<file path="src/sv/tcw_pkg.sv">
`default_nettype none

package tcw_pkg;

   // Screen geometry and store addressing.
   localparam int COLUMNS = 80;
   localparam int ROWS    = 25;
   localparam int CELLS   = COLUMNS * ROWS;
   localparam int ADDR_W  = $clog2(CELLS);
   localparam int ROW_W   = 5;
   localparam int COL_W   = 7;
   localparam int ENTRY_W = 16;
   localparam int COLOR_W = 4;

   // Cell written by clear and by the scroll blanking: a space in white on black.
   localparam logic [ENTRY_W-1:0] BLANK_ENTRY = 16'h0F20;
   localparam logic [7:0]         CHAR_SPACE  = 8'h20;

   // Control characters recognised by put character.
   localparam logic [7:0] CHAR_BACKSPACE = 8'd8;
   localparam logic [7:0] CHAR_TAB       = 8'd9;
   localparam logic [7:0] CHAR_NEWLINE   = 8'd10;
   localparam logic [7:0] CHAR_RETURN    = 8'd13;

   // Configuration register indexes.
   localparam logic CSR_FOREGROUND = 1'b0;
   localparam logic CSR_BACKGROUND = 1'b1;

   typedef enum logic [1:0] {
      MODE_PUT   = 2'd0,
      MODE_SET   = 2'd1,
      MODE_CLEAR = 2'd2,
      MODE_READ  = 2'd3
   } mode_type;

   typedef enum logic [2:0] {
      ST_IDLE,
      ST_EXEC,
      ST_READ,
      ST_COPY,
      ST_BLANK
   } state_type;

   // Commands from the controller to the datapath.
   typedef struct packed {
      logic capture;
      logic execute;
      logic copy_step;
      logic blank_step;
      logic respond;
   } cmd_type;

   // Status from the datapath to the controller.
   typedef struct packed {
      mode_type mode;
      logic     scroll_need;
      logic     cnt_last;
   } status_type;

endpackage

`default_nettype wire

</file>
<file path="src/sv/tcw_ctrl.sv">
`default_nettype none

module tcw_ctrl (
   input  wire logic               clock,
   input  wire logic               reset,
   input  wire logic               start,
   output logic                    busy,
   input  wire tcw_pkg::status_type status,
   output tcw_pkg::cmd_type        cmd
);
   import tcw_pkg::*;

   state_type state_ff;
   state_type state_in;

   // State register.
   always_ff @(posedge clock) begin
      if (reset) begin
         state_ff <= ST_IDLE;
      end else begin
         state_ff <= state_in;
      end
   end

   // Next state and commands.
   always_comb begin
      state_in = state_ff;
      cmd      = '0;
      busy     = 1'b1;
      case (state_ff)
         ST_IDLE: begin
            busy = 1'b0;
            if (start) begin
               cmd.capture = 1'b1;
               state_in    = ST_EXEC;
            end
         end
         ST_EXEC: begin
            cmd.execute = 1'b1;
            case (status.mode)
               MODE_PUT: begin
                  if (status.scroll_need) begin
                     state_in = ST_COPY;
                  end else begin
                     cmd.respond = 1'b1;
                     state_in    = ST_IDLE;
                  end
               end
               MODE_SET: begin
                  cmd.respond = 1'b1;
                  state_in    = ST_IDLE;
               end
               MODE_CLEAR: begin
                  state_in = ST_BLANK;
               end
               MODE_READ: begin
                  state_in = ST_READ;
               end
               default: begin
                  state_in = ST_IDLE;
               end
            endcase
         end
         ST_READ: begin
            cmd.respond = 1'b1;
            state_in    = ST_IDLE;
         end
         ST_COPY: begin
            cmd.copy_step = 1'b1;
            if (status.cnt_last) begin
               state_in = ST_BLANK;
            end
         end
         ST_BLANK: begin
            cmd.blank_step = 1'b1;
            if (status.cnt_last) begin
               cmd.respond = 1'b1;
               state_in    = ST_IDLE;
            end
         end
         default: begin
            state_in = ST_IDLE;
         end
      endcase
   end

endmodule

`default_nettype wire

</file>
<file path="config.mk">
export PLATFORM = sky130hd
export DESIGN_NAME = tcw_ctrl
export DESIGN_NICKNAME = d
export VERILOG_FILES = /design/src/sv/tcw_pkg.sv /design/src/sv/tcw_ctrl.sv
export SDC_FILE = /design/constraint.sdc
export NUM_CORES = 1
export LEC_CHECK = 0
export BUFFER_PORTS_ARGS = -buffer_cell sky130_fd_sc_hd__buf_2
export CORE_AREA = 2 2 39 41
export CTS_BUF_LIST = sky130_fd_sc_hd__clkbuf_4
export DETAILED_ROUTE_END_ITERATION = 8
export DIE_AREA = 0 0 41 43
export GPL_TIMING_DRIVEN = 0
export PLACE_DENSITY = 0.42
export SLEW_MARGIN = 20
export SYNTH_ARGS = -nofsm -noshare
export SYNTH_HDL_FRONTEND = slang
export SYNTH_SLANG_ARGS = --single-unit
</file>
<file path="constraint.sdc">
create_clock -name clock -period 1.1 [get_ports clock]
set_input_delay 0.055 -clock clock [delete_from_list [all_inputs] [get_ports clock]]
set_output_delay 0.055 -clock clock [all_outputs]
set_load 0.1 [all_outputs]
</file>
==> results by group, run 1 <==
STA
  – Final hold vios: 0
  – Period utilisation layout: 116%
  – Final Max Tran Viols: 0
  – Max_slew headroom: 84.8%
  – Crit path time final: 1.28 ns
  – Setup TNS: -1.17 ns
  – Worst hold margin: 0.0319 ns
  – RSZ-0062 raised after global routing: true
  – Clock Skew: 0.00454 ns
  – Setup-failing EPs final: 9
  – Max Freq: 781 MHz
  – Worst slew pin tran: 0.228 ns
  – PnR worst setup slack: -0.180 ns

Logic synthesis
  – Mapped Nets: 39
  – Post-Synth XOR/XNOR Area: 0%
  – Compound-Gate Fraction of Synth Area: 22.9%
  – Synth Area in Adders: 0%
  – Mux contribution to synthesized area: 3.98%
  – Gate Count Post-Synth: 32
  – Largest family of logic cells by synthesized area: simple AND/OR/NAND/NOR gates
  – Sequential area share after synthesis: 23.9%
  – #FFs+latches synth: 3
  – Synth Warn #: 0
  – Synthesized area: 251 um2
  – Syn avg cell area: 7.86 um2
  – Library cells used by synthesis: 20
  – Simple-gate area share of the yosys netlist: 43.3%

Routing
  – Antenna-violating nets left: 0
  – Avg WL per Cell: 11.7 um
  – Initial DRC Count: 6
  – Drt pass-1 iters: 4
  – Via count: 319
  – Routed WL: 822 um
  – Residual DRC: 0
  – DR vias/cell: 4.56

Status
  – Outcome: finished, violations left
  – Failing checks: negative setup slack

Die
  – Die Height: 43 um
  – Die area: 1760 um2
  – Row count: 14
  – Placeable Area: 1380 um2
  – Ports: 13
  – Initial Util: 18.2%
  – Width of the die: 41 um

Power
  – Maximum vdd drop: 563 uV
  – Cell Pwr Density: 1400 nW/um2
  – Pleak: 0.232 nW

CTS
  – Hold-fix buffer count after cts: 0
  – CTS tree: yes
  – H-tree Lvls: 1
  – CTS Sinks: 3
  – CTS buffer count: 3
  – Clock tree buffer depth: 2
  – Clk slew on worst S/H paths: 0.04 ns
  – CTS root buf: clkbuf_4
  – Worst-skew pair later-pin latency: 0.23 ns

GRT
  – Initial antenna violation count: 0
  – Gr ovfl total: 0
  – Vias in the first global route: 309
  – First-pass GRT wire length: 1320 um
  – Global Route Usage Sum: 11.2%
  – Largest net degree at the start of global routing: 10

Setup path
  – Critical path data arrival time: 1.22 ns
  – CP required: 1.04 ns
  – Largest stage delay on the critical path: 0.40 ns
  – Worst path slowest cell: dfxtp_4
  – CP Launch Type: flip-flop
  – Worst-path fanout max: 7
  – CP Class: reg2out
  – Crit path capture type: primary output
  – Chain of cells forming the critical path: nor3b_4, a22o_4, buf_12

Place
  – Placed wire-length estimate: 497 um
  – PortBufs: 12
  – Post-place setup slack: -0.209 ns
  – Routability cong.: 0.664
  – Placed Area: 370 um2

Hold path
  – Hold/Removal Path Class: in2reg

Job
  – MaxCap Viol Count: 0

Final layout
  – Commonest cells after routing, fill and taps aside: 6 x buf_2, 6 x buf_12, 4 x clkbuf_4, 4 x buf_4
  – Largest registers: state_ff x3
  – Area Growth Syn to Fin: 130%
  – Post-layout nets: 62
  – Core Util, Final: 41.9%
  – Largest register by flop count: state_ff
  – Post-route cell area: 579 um2
  – Inserted Diodes: 0
  – Largest register FFs: 3
  – Layout cells sized above 1: 68.5%
-- Yosys cell counts --
cell      n  area (um2)
or3_2     1        7.51
nor3b_1   3        22.5
a211o_1   1        8.76
nor2_1    3        11.3
dfxtp_1   3        60.1
a32oi_1   1        8.76
o211ai_1  1        7.51
o21ai_0   2        10.0
and3b_2   1        10.0
a22o_1    1        8.76
mux2i_1   1        10.0
or3b_1    1        8.76
nand2b_1  4        25.0
a21oi_2   1        8.76
nand2_1   2        7.51
buf_6     1        11.3
nor2b_1   1        6.26
a21oi_1   1        5.00
nor3_1    2        10.0
inv_1     1        3.75
-- metal layers --
metal	vias to the layer above	wire length (um)	share of wire, %	GRT usage (%)
met5	-	0	0	0
met4	0	0	0	8.00
met3	0	28	3.4	0
met2	9	463	56	17.8
met1	151	330	40	13.7
li1	159	-	-	-
-- repair_timing --
item,4_1_cts,5_1_grt
setup buffers,6,0
endpoints found under the hold margin,0,0
resized for setup,30,9
pin swaps,5,4
setup endpoints to repair,7,9
-- kinds of logic (layout without fill, tap and decap cells) --
kind of cell / after synthesis / count (layout)
AO/OA/AOI/OAI: 8 / 8
buffers and inverters: 2 / 24
multiplexers: 1 / 1
AND/OR/NAND/NOR: 18 / 18
flip-flops: 3 / 3
-- power by group --
group          total [W]  leakage [nW]  switching, W  internal [W]
sequential      0.000141        0.0264     0.0000218      0.000120
clock           0.000217        0.0184     0.0000564      0.000160
combinational   0.000455         0.187      0.000267      0.000188
total           0.000813         0.232      0.000345      0.000468
-- worst max-delay path: cells and delay by family (launching register included) --
family                 cells  cell delay [ns]
AOI/OAI and AO/OA          1             0.17
buffers and inverters      1             0.16
DFF                        1             0.40
and+or+nand+nor            1             0.25
-- worst paths after layout --
check | start | endpoint | slack, ns | cells past startpoint
max reg2reg | state_ff[1]$_SDFFE_PP0P_ | state_ff[2]$_SDFFE_PP0P_ | -0.17 | 4
min reg2reg | state_ff[2]$_SDFFE_PP0P_ | state_ff[0]$_SDFFE_PP0P_ | 0.60 | 2
max | state_ff[0]$_SDFFE_PP0P_ | cmd[0] | -0.18 | 3
min | reset | state_ff[2]$_SDFFE_PP0P_ | 0.03 | 2
-- final cells by class --
cell class / instances / area [um2]
fillers: 147 / 805
plain buffers: 1 / 11.3
multi-input cells: 27 / 243
repair buffers: 18 / 203
flip-flops and latches: 3 / 68.8
clock buffers: 4 / 30.0
inverters: 1 / 3.75
well taps: 16 / 20.0
-- per-stage QoR --
stage / power (W) / std cells
3_3_place_gp: 0.000457 / 60
4_1_cts: 0.000796 / 70
6_report: 0.000813 / 70
5_1_grt: 0.000844 / 70
3_5_place_dp: 0.000456 / 60
2_1_floorplan: 0.000406 / 32
Power figures use the tool's default switching activity.
==> inputs of run 2 (changes only) <==
--- a/config.mk
+++ b/config.mk
@@ -11,6 +11,7 @@
 export DETAILED_ROUTE_END_ITERATION = 8
 export DIE_AREA = 0 0 41 43
 export GPL_TIMING_DRIVEN = 0
+export HOLD_SLACK_MARGIN = 0.1
 export PLACE_DENSITY = 0.42
 export SLEW_MARGIN = 20
 export SYNTH_ARGS = -nofsm -noshare
==> results by group, run 2 (synthesis results as in run 1) <==
GRT
  – Met1 Use GR: 14.1% (was 13.7%)
  – Gr busiest metal: met2 (unchanged)
  – First-pass GRT wire length: 1330 um (was 1320 um)
  – Met3 GRT Util: 0% (unchanged)
  – Met2 GRT Util: 17.8% (unchanged)
  – Largest net degree at the start of global routing: 10 (unchanged)
  – Initial antenna violation count: 0 (unchanged)
  – Vias in the first global route: 309 (unchanged)
  – Global Route Usage Sum: 11.3% (was 11.2%)
  – Gr ovfl total: 0 (unchanged)

Setup path
  – Critical path data arrival time: 1.23 ns (was 1.22 ns)
  – Largest delay share family, worst path: flip-flops (unchanged)
  – Largest stage delay on the critical path: 0.30 ns (was 0.40 ns)
  – Worst-path fanout max: 6 (was 7)
  – Worst path slowest cell: dfxtp_2 (was dfxtp_4)
  – CP Launch Type: flip-flop (unchanged)
  – CP bufs+invs: 2 (was 1)
  – CP Class: reg2out (unchanged)
  – Crit path capture type: primary output (unchanged)
  – CP required: 1.04 ns (about the same)
  – Chain of cells forming the critical path: buf_6, nor3b_4, a22o_4, buf_12 (was nor3b_4, a22o_4, buf_12)

STA
  – Setup TNS: -1.18 ns (was -1.17 ns)
  – PnR worst setup slack: -0.180 ns (about the same)
  – Period utilisation layout: 116% (about the same)
  – Setup-failing EPs final: 9 (unchanged)
  – Final hold vios: 0 (unchanged)
  – Final Max Tran Viols: 0 (unchanged)
  – RSZ-0062 raised after global routing: true (unchanged)
  – Clock Skew: 0.00372 ns (was 0.00454 ns)
  – Max_slew headroom: 84.8% (about the same)
  – Crit path time final: 1.28 ns (about the same)
  – Max Freq: 781 MHz (about the same)
  – Worst slew pin tran: 0.227 ns (was 0.228 ns)

Hold path
  – Hold/Removal Path Class: in2reg (unchanged)

Routing
  – Routed WL: 815 um (was 822 um)
  – Drt pass-1 iters: 4 (unchanged)
  – DR vias/cell: 4.63 (was 4.56)
  – Antenna-violating nets left: 0 (unchanged)
  – Via count: 329 (was 319)
  – Initial DRC Count: 6 (unchanged)
  – Residual DRC: 0 (unchanged)
  – Avg WL per Cell: 11.5 um (was 11.7 um)

Die
  – Die area: 1760 um2 (unchanged)
  – Die Height: 43 um (unchanged)
  – Placeable Area: 1380 um2 (unchanged)
  – Width of the die: 41 um (unchanged)
  – Row count: 14 (unchanged)
  – Initial Util: 18.2% (unchanged)
  – Ports: 13 (unchanged)

Final layout
  – Largest registers: state_ff x3 (unchanged)
  – Largest register FFs: 3 (unchanged)
  – Post-layout nets: 63 (was 62)
  – Commonest cells after routing, fill and taps aside: 6 x buf_2, 6 x buf_12, 4 x clkbuf_4, 4 x buf_4 (unchanged)
  – Non-Filler Instances: 71 (was 70)
  – Inserted Diodes: 0 (unchanged)
  – Largest register by flop count: state_ff (unchanged)
  – Area Growth Syn to Fin: 134% (was 130%)
  – Fillers: 145 (was 147)
  – Layout cells sized above 1: 67.3% (was 68.5%)

CTS
  – Worst-skew pair later-pin latency: 0.23 ns (about the same)
  – CTS Sinks: 3 (unchanged)
  – CTS root buf: clkbuf_4 (unchanged)
  – CTS tree: yes (unchanged)
  – CTS buffer count: 3 (unchanged)
  – Clock tree buffer depth: 2 (unchanged)
  – Clk slew on worst S/H paths: 0.04 ns (about the same)
  – H-tree Lvls: 1 (unchanged)

Status
  – Outcome: finished, violations left (unchanged)
  – Failing checks: negative setup slack (unchanged)

Place
  – Routability cong.: 0.664 (unchanged)
  – PortBufs: 12 (unchanged)
  – Placed wire-length estimate: 497 um (unchanged)
  – Post-place setup slack: -0.209 ns (unchanged)
  – Placed Cells: 60 (unchanged)

Power
  – Tot Pwr: 0.000815 W (was 0.000813 W)
  – Cell Pwr Density: 1380 nW/um2 (was 1400 nW/um2)
  – Maximum vdd drop: 562 uV (was 563 uV)
  – Pleak: 0.236 nW (was 0.232 nW)

Job
  – MaxCap Viol Count: 0 (unchanged)
## run 2: final timing paths
| check | from | slack (ns) | cells after the start | endpoint |
|---|---|---|---|---|
| setup reg to reg | state_ff[1]$_SDFFE_PP0P_ | -0.17 | 4 | state_ff[2]$_SDFFE_PP0P_ |
| hold reg to reg | state_ff[2]$_SDFFE_PP0P_ | 0.61 | 2 | state_ff[0]$_SDFFE_PP0P_ |
| setup / recovery | state_ff[1]$_SDFFE_PP0P_ | -0.18 | 4 | cmd[0] |
| hold / removal | status[0] | 0.14 | 4 | state_ff[0]$_SDFFE_PP0P_ |
## run 2: timing repair
action / 4_1_cts / 5_1_grt
gates resized for setup: 30 / 9
hold endpoints to repair: 2 / 0
hold buffers: 1 / 0
endpoints found under the setup margin: 7 / 9
cloned: 0 / 0
pin swaps: 5 / 4
buffers inserted: 6 / 0
## run 2: area by class of cell
type	instances	area (um2)	share of cell area [%]
Tap cell	16	20.0	3.40
Inverter	1	3.75	0.637
Multi-Input combinational cell	27	243	41.2
Sequential cell	3	68.8	11.7
Clock buffer	4	30.0	5.10
Buffer	1	11.3	1.91
Timing Repair Buffer	19	213	36.1
## run 2: per-stage QoR
| stage | hold slack, ns | area, um2 | utilization, % |
|---|---|---|---|
| after floorplan | 0.110 | 290 | - |
| after global placement | 0.261 | 370 | 26.8 |
| after detailed placement | 0.258 | 370 | 26.8 |
| after CTS | 0.125 | 557 | 40.2 |
| after global routing | 0.146 | 589 | 42.6 |
| final | 0.139 | 589 | 42.6 |
## run 2: tightest hold or removal path, delay by kind of cell
kind | cells | cell delay, ns
buffers and inverters | 1 | 0.12
AO/OA/AOI/OAI | 2 | 0.09
AND/OR/NAND/NOR | 1 | 0.06
## run 2: power breakdown
| part | internal [W] | switching (W) |
|---|---|---|
| clock | 0.000160 | 0.0000562 |
| sequential | 0.000120 | 0.0000216 |
| combinational | 0.000190 | 0.000267 |
| total | 0.000470 | 0.000345 |
## run 2: metal layers
metal	wire length, um	vias to the layer above	share of wire (%)
met5	0	-	0
met4	0	0	0
met1	318	157	39
met2	460	11	56
li1	-	161	-
met3	35	0	4.3
==> inputs of run 3 (changes only) <==
--- a/config.mk
+++ b/config.mk
@@ -5,6 +5,7 @@
 export SDC_FILE = /design/constraint.sdc
 export NUM_CORES = 1
 export LEC_CHECK = 0
+export ABC_AREA = 1
 export BUFFER_PORTS_ARGS = -buffer_cell sky130_fd_sc_hd__buf_2
 export CORE_AREA = 2 2 39 41
 export CTS_BUF_LIST = sky130_fd_sc_hd__clkbuf_4
@@ -13,6 +14,7 @@
 export GPL_TIMING_DRIVEN = 0
 export HOLD_SLACK_MARGIN = 0.1
 export PLACE_DENSITY = 0.42
+export RECOVER_POWER = 50
 export SLEW_MARGIN = 20
 export SYNTH_ARGS = -nofsm -noshare
 export SYNTH_HDL_FRONTEND = slang
==> results by group, run 3 <==
Status
  – Outcome: finished, violations left (unchanged)
  – Failing checks: negative setup slack (unchanged)

Routing
  – Via count: 376 (was 329)
  – Routed WL: 794 um (was 815 um)
  – Avg WL per Cell: 8.92 um (was 11.5 um)
  – Drt pass-1 iters: 4 (unchanged)
  – Met1 WL: 323 um (was 318 um)
  – DR vias/cell: 4.22 (was 4.63)
  – Initial DRC Count: 2 (was 6)
  – Highest Signal Layer: met4 (was met3)
  – Met2 wire length: 439 um (was 460 um)
  – WL met3: 27 um (was 35 um)
  – Antenna-violating nets left: 0 (unchanged)
  – Residual DRC: 0 (unchanged)

CTS
  – H-tree Lvls: 1 (unchanged)
  – Worst-skew pair later-pin latency: 0.23 ns (about the same)
  – CTS buffer count: 3 (unchanged)
  – Clock tree buffer depth: 2 (unchanged)
  – CTS tree: yes (unchanged)
  – Clk slew on worst S/H paths: 0.04 ns (about the same)
  – CTS Sinks: 3 (unchanged)
  – CTS root buf: clkbuf_4 (unchanged)

Final layout
  – Post-layout nets: 81 (was 63)
  – Largest register FFs: 3 (unchanged)
  – Core Util, Final: 48.1% (was 42.6%)
  – Layout cells sized above 1: 58.9% (was 67.3%)
  – Inserted Diodes: 0 (unchanged)
  – Area Growth Syn to Fin: 163% (was 134%)
  – Largest register by flop count: state_ff (unchanged)
  – Commonest cells after routing, fill and taps aside: 13 x nand2_1, 7 x inv_1, 7 x buf_12 (was 6 x buf_2, 6 x buf_12, 4 x clkbuf_4, 4 x buf_4)
  – Commonest non-fill, non-tap cell in the layout: nand2_1
  – Non-Filler Instances: 89 (was 71)
  – Largest registers: state_ff x3 (unchanged)

STA
  – Max Freq: 763 MHz (was 781 MHz)
  – Setup-failing EPs final: 7 (was 9)
  – Worst slew pin tran: 0.225 ns (was 0.227 ns)
  – Crit path time final: 1.31 ns (was 1.28 ns)
  – Final Max Tran Viols: 0 (unchanged)
  – Max_slew headroom: 85.1% (was 84.8%)
  – RSZ-0062 raised after global routing: true (unchanged)
  – Worst hold margin: 0.178 ns (was 0.139 ns)
  – PnR worst setup slack: -0.210 ns (was -0.180 ns)
  – Period utilisation layout: 119% (was 116%)
  – Final hold vios: 0 (unchanged)
  – Clock Skew: 0.000592 ns (was 0.00372 ns)

Setup path
  – Crit path capture type: primary output (unchanged)
  – CP Class: reg2out (unchanged)
  – Critical path data arrival time: 1.25 ns (was 1.23 ns)
  – CP Launch Type: flip-flop (unchanged)
  – Worst path slowest cell: dfxtp_4 (was dfxtp_2)
  – Chain of cells forming the critical path: nor2_4, nand2_2, clkinvlp_4, a21oi_4, o31ai_4, buf_12 (was buf_6, nor3b_4, a22o_4, buf_12)
  – Worst-path fanout max: 5 (was 6)
  – CP required: 1.04 ns (about the same)
  – Largest stage delay on the critical path: 0.39 ns (was 0.30 ns)

Die
  – Placeable Area: 1380 um2 (unchanged)
  – Die Height: 43 um (unchanged)
  – Width of the die: 41 um (unchanged)
  – Row count: 14 (unchanged)
  – Ports: 13 (unchanged)
  – Initial Util: 18.3% (was 18.2%)
  – Die area: 1760 um2 (unchanged)

Logic synthesis
  – Synth Warn #: 0 (unchanged)
  – Synthesized area: 253 um2 (was 251 um2)
  – Library cells used by synthesis: 11 (was 20)
  – Syn avg cell area: 5.27 um2 (was 7.86 um2)
  – Cell accounting for the most synthesized area: nand2_1 (was dfxtp_1)
  – Top-area cell type share of the netlist area: 25.2% (was 23.9%)
  – Share of flip-flops with an asynchronous set or reset: 0% (unchanged)
  – Sequential area share after synthesis: 23.8% (was 23.9%)
  – #FFs+latches synth: 3 (unchanged)
  – Post-synth top flop: dfxtp_1 (unchanged)
  – Synth top area cells: nand2_1 25%, dfxtp_1 24%, inv_1 12% (was dfxtp_1 24%, nand2b_1 10%, nor3b_1 9.0%)
  – Mapped Nets: 55 (was 39)
  – Post-synth EDFFs: 0 (unchanged)
  – Count leader, synth: nand2_1 (was nand2b_1)
  – Gate Count Post-Synth: 48 (was 32)
  – Most frequent cells after synthesis: 17 x nand2_1, 8 x inv_1, 7 x nor2_1 (was 4 x nand2b_1, 3 x dfxtp_1, 3 x nor2_1, 3 x nor3b_1)

GRT
  – Vias in the first global route: 359 (was 309)
  – Global Route Usage Sum: 11.1% (was 11.3%)
  – Gr ovfl total: 0 (unchanged)
  – Largest net degree at the start of global routing: 7 (was 10)
  – Initial antenna violation count: 0 (unchanged)
  – First-pass GRT wire length: 1320 um (was 1330 um)

Power
  – Maximum vdd drop: 1010 uV (was 562 uV)
  – Cell Pwr Density: 2460 nW/um2 (was 1380 nW/um2)
  – Pleak: 0.311 nW (was 0.236 nW)
  – Tot Pwr: 0.00164 W (was 0.000815 W)

Place
  – PortBufs: 12 (unchanged)
  – Placed wire-length estimate: 534 um (was 497 um)
  – Placed Cells: 76 (was 60)
  – Routability cong.: 0.714 (was 0.664)

Hold path
  – Hold/Removal Path Class: in2reg (unchanged)

Job
  – MaxCap Viol Count: 0 (unchanged)
[run 3: power breakdown]
group	leakage, nW	internal (W)	switching [W]
sequential	0.0267	0.000144	0.0000638
combinational	0.266	0.000492	0.000728
clock	0.0184	0.000160	0.0000527
[run 3: per-stage QoR]
| stage | TNS [ns] | setup slack (ns) | area, um2 |
|---|---|---|---|
| 2_1_floorplan | -1.87 | -0.511 | 328 |
| 3_3_place_gp | -0.398 | -0.245 | 408 |
| 3_5_place_dp | -0.355 | -0.214 | 408 |
| 4_1_cts | -0.536 | -0.237 | 613 |
| 5_1_grt | -1.09 | -0.274 | 666 |
| 6_report | -0.658 | -0.210 | 666 |
[run 3: critical path, delay by kind of cell, from the launching register on]
family / cells / cell delay, ns
simple gates: 2 / 0.12
compound gates: 2 / 0.23
flops: 1 / 0.39
buf+inv: 2 / 0.28
[run 3: cell type report]
cell class,instances,area (um2)
well taps,16,20.0
repair buffers,21,240
clock buffers,4,30.0
multi-input cells,36,262
inverters,9,42.5
fillers,133,718
flip-flops and latches,3,71.3
[run 3: final timing paths]
check / start / cells after the start / slack (ns) / end
setup / recovery: state_ff[0]$_SDFFE_PP0P_ / 6 / -0.21 / cmd[0]
hold / removal: status[3] / 4 / 0.18 / state_ff[1]$_SDFFE_PP0P_
setup reg to reg: state_ff[0]$_SDFFE_PP0P_ / 8 / -0.04 / state_ff[2]$_SDFFE_PP0P_
hold reg to reg: state_ff[2]$_SDFFE_PP0P_ / 3 / 0.64 / state_ff[1]$_SDFFE_PP0P_
[run 3: logic make-up after synthesis]
family	Yosys count	synth area share, %
AND/OR/NAND/NOR	32	54.0
buffers and inverters	9	13.4
AO/OA/AOI/OAI	4	8.91
flip-flops	3	23.8
[run 3: layer usage]
layer  track usage [%]  vias to the layer above
li1                  -                      200
met1              12.5                      168
met2              16.9                        6
met3              3.14                        2
met4              8.00                        0
met5                 0                        -
[run 3: what timing repair did]
action	CTS	global route
setup buffers	7	1
setup endpoints to repair	6	9
endpoints found under the hold margin	3	0
hold buffers	1	0
pin swaps	7	3
gates resized for setup	26	9
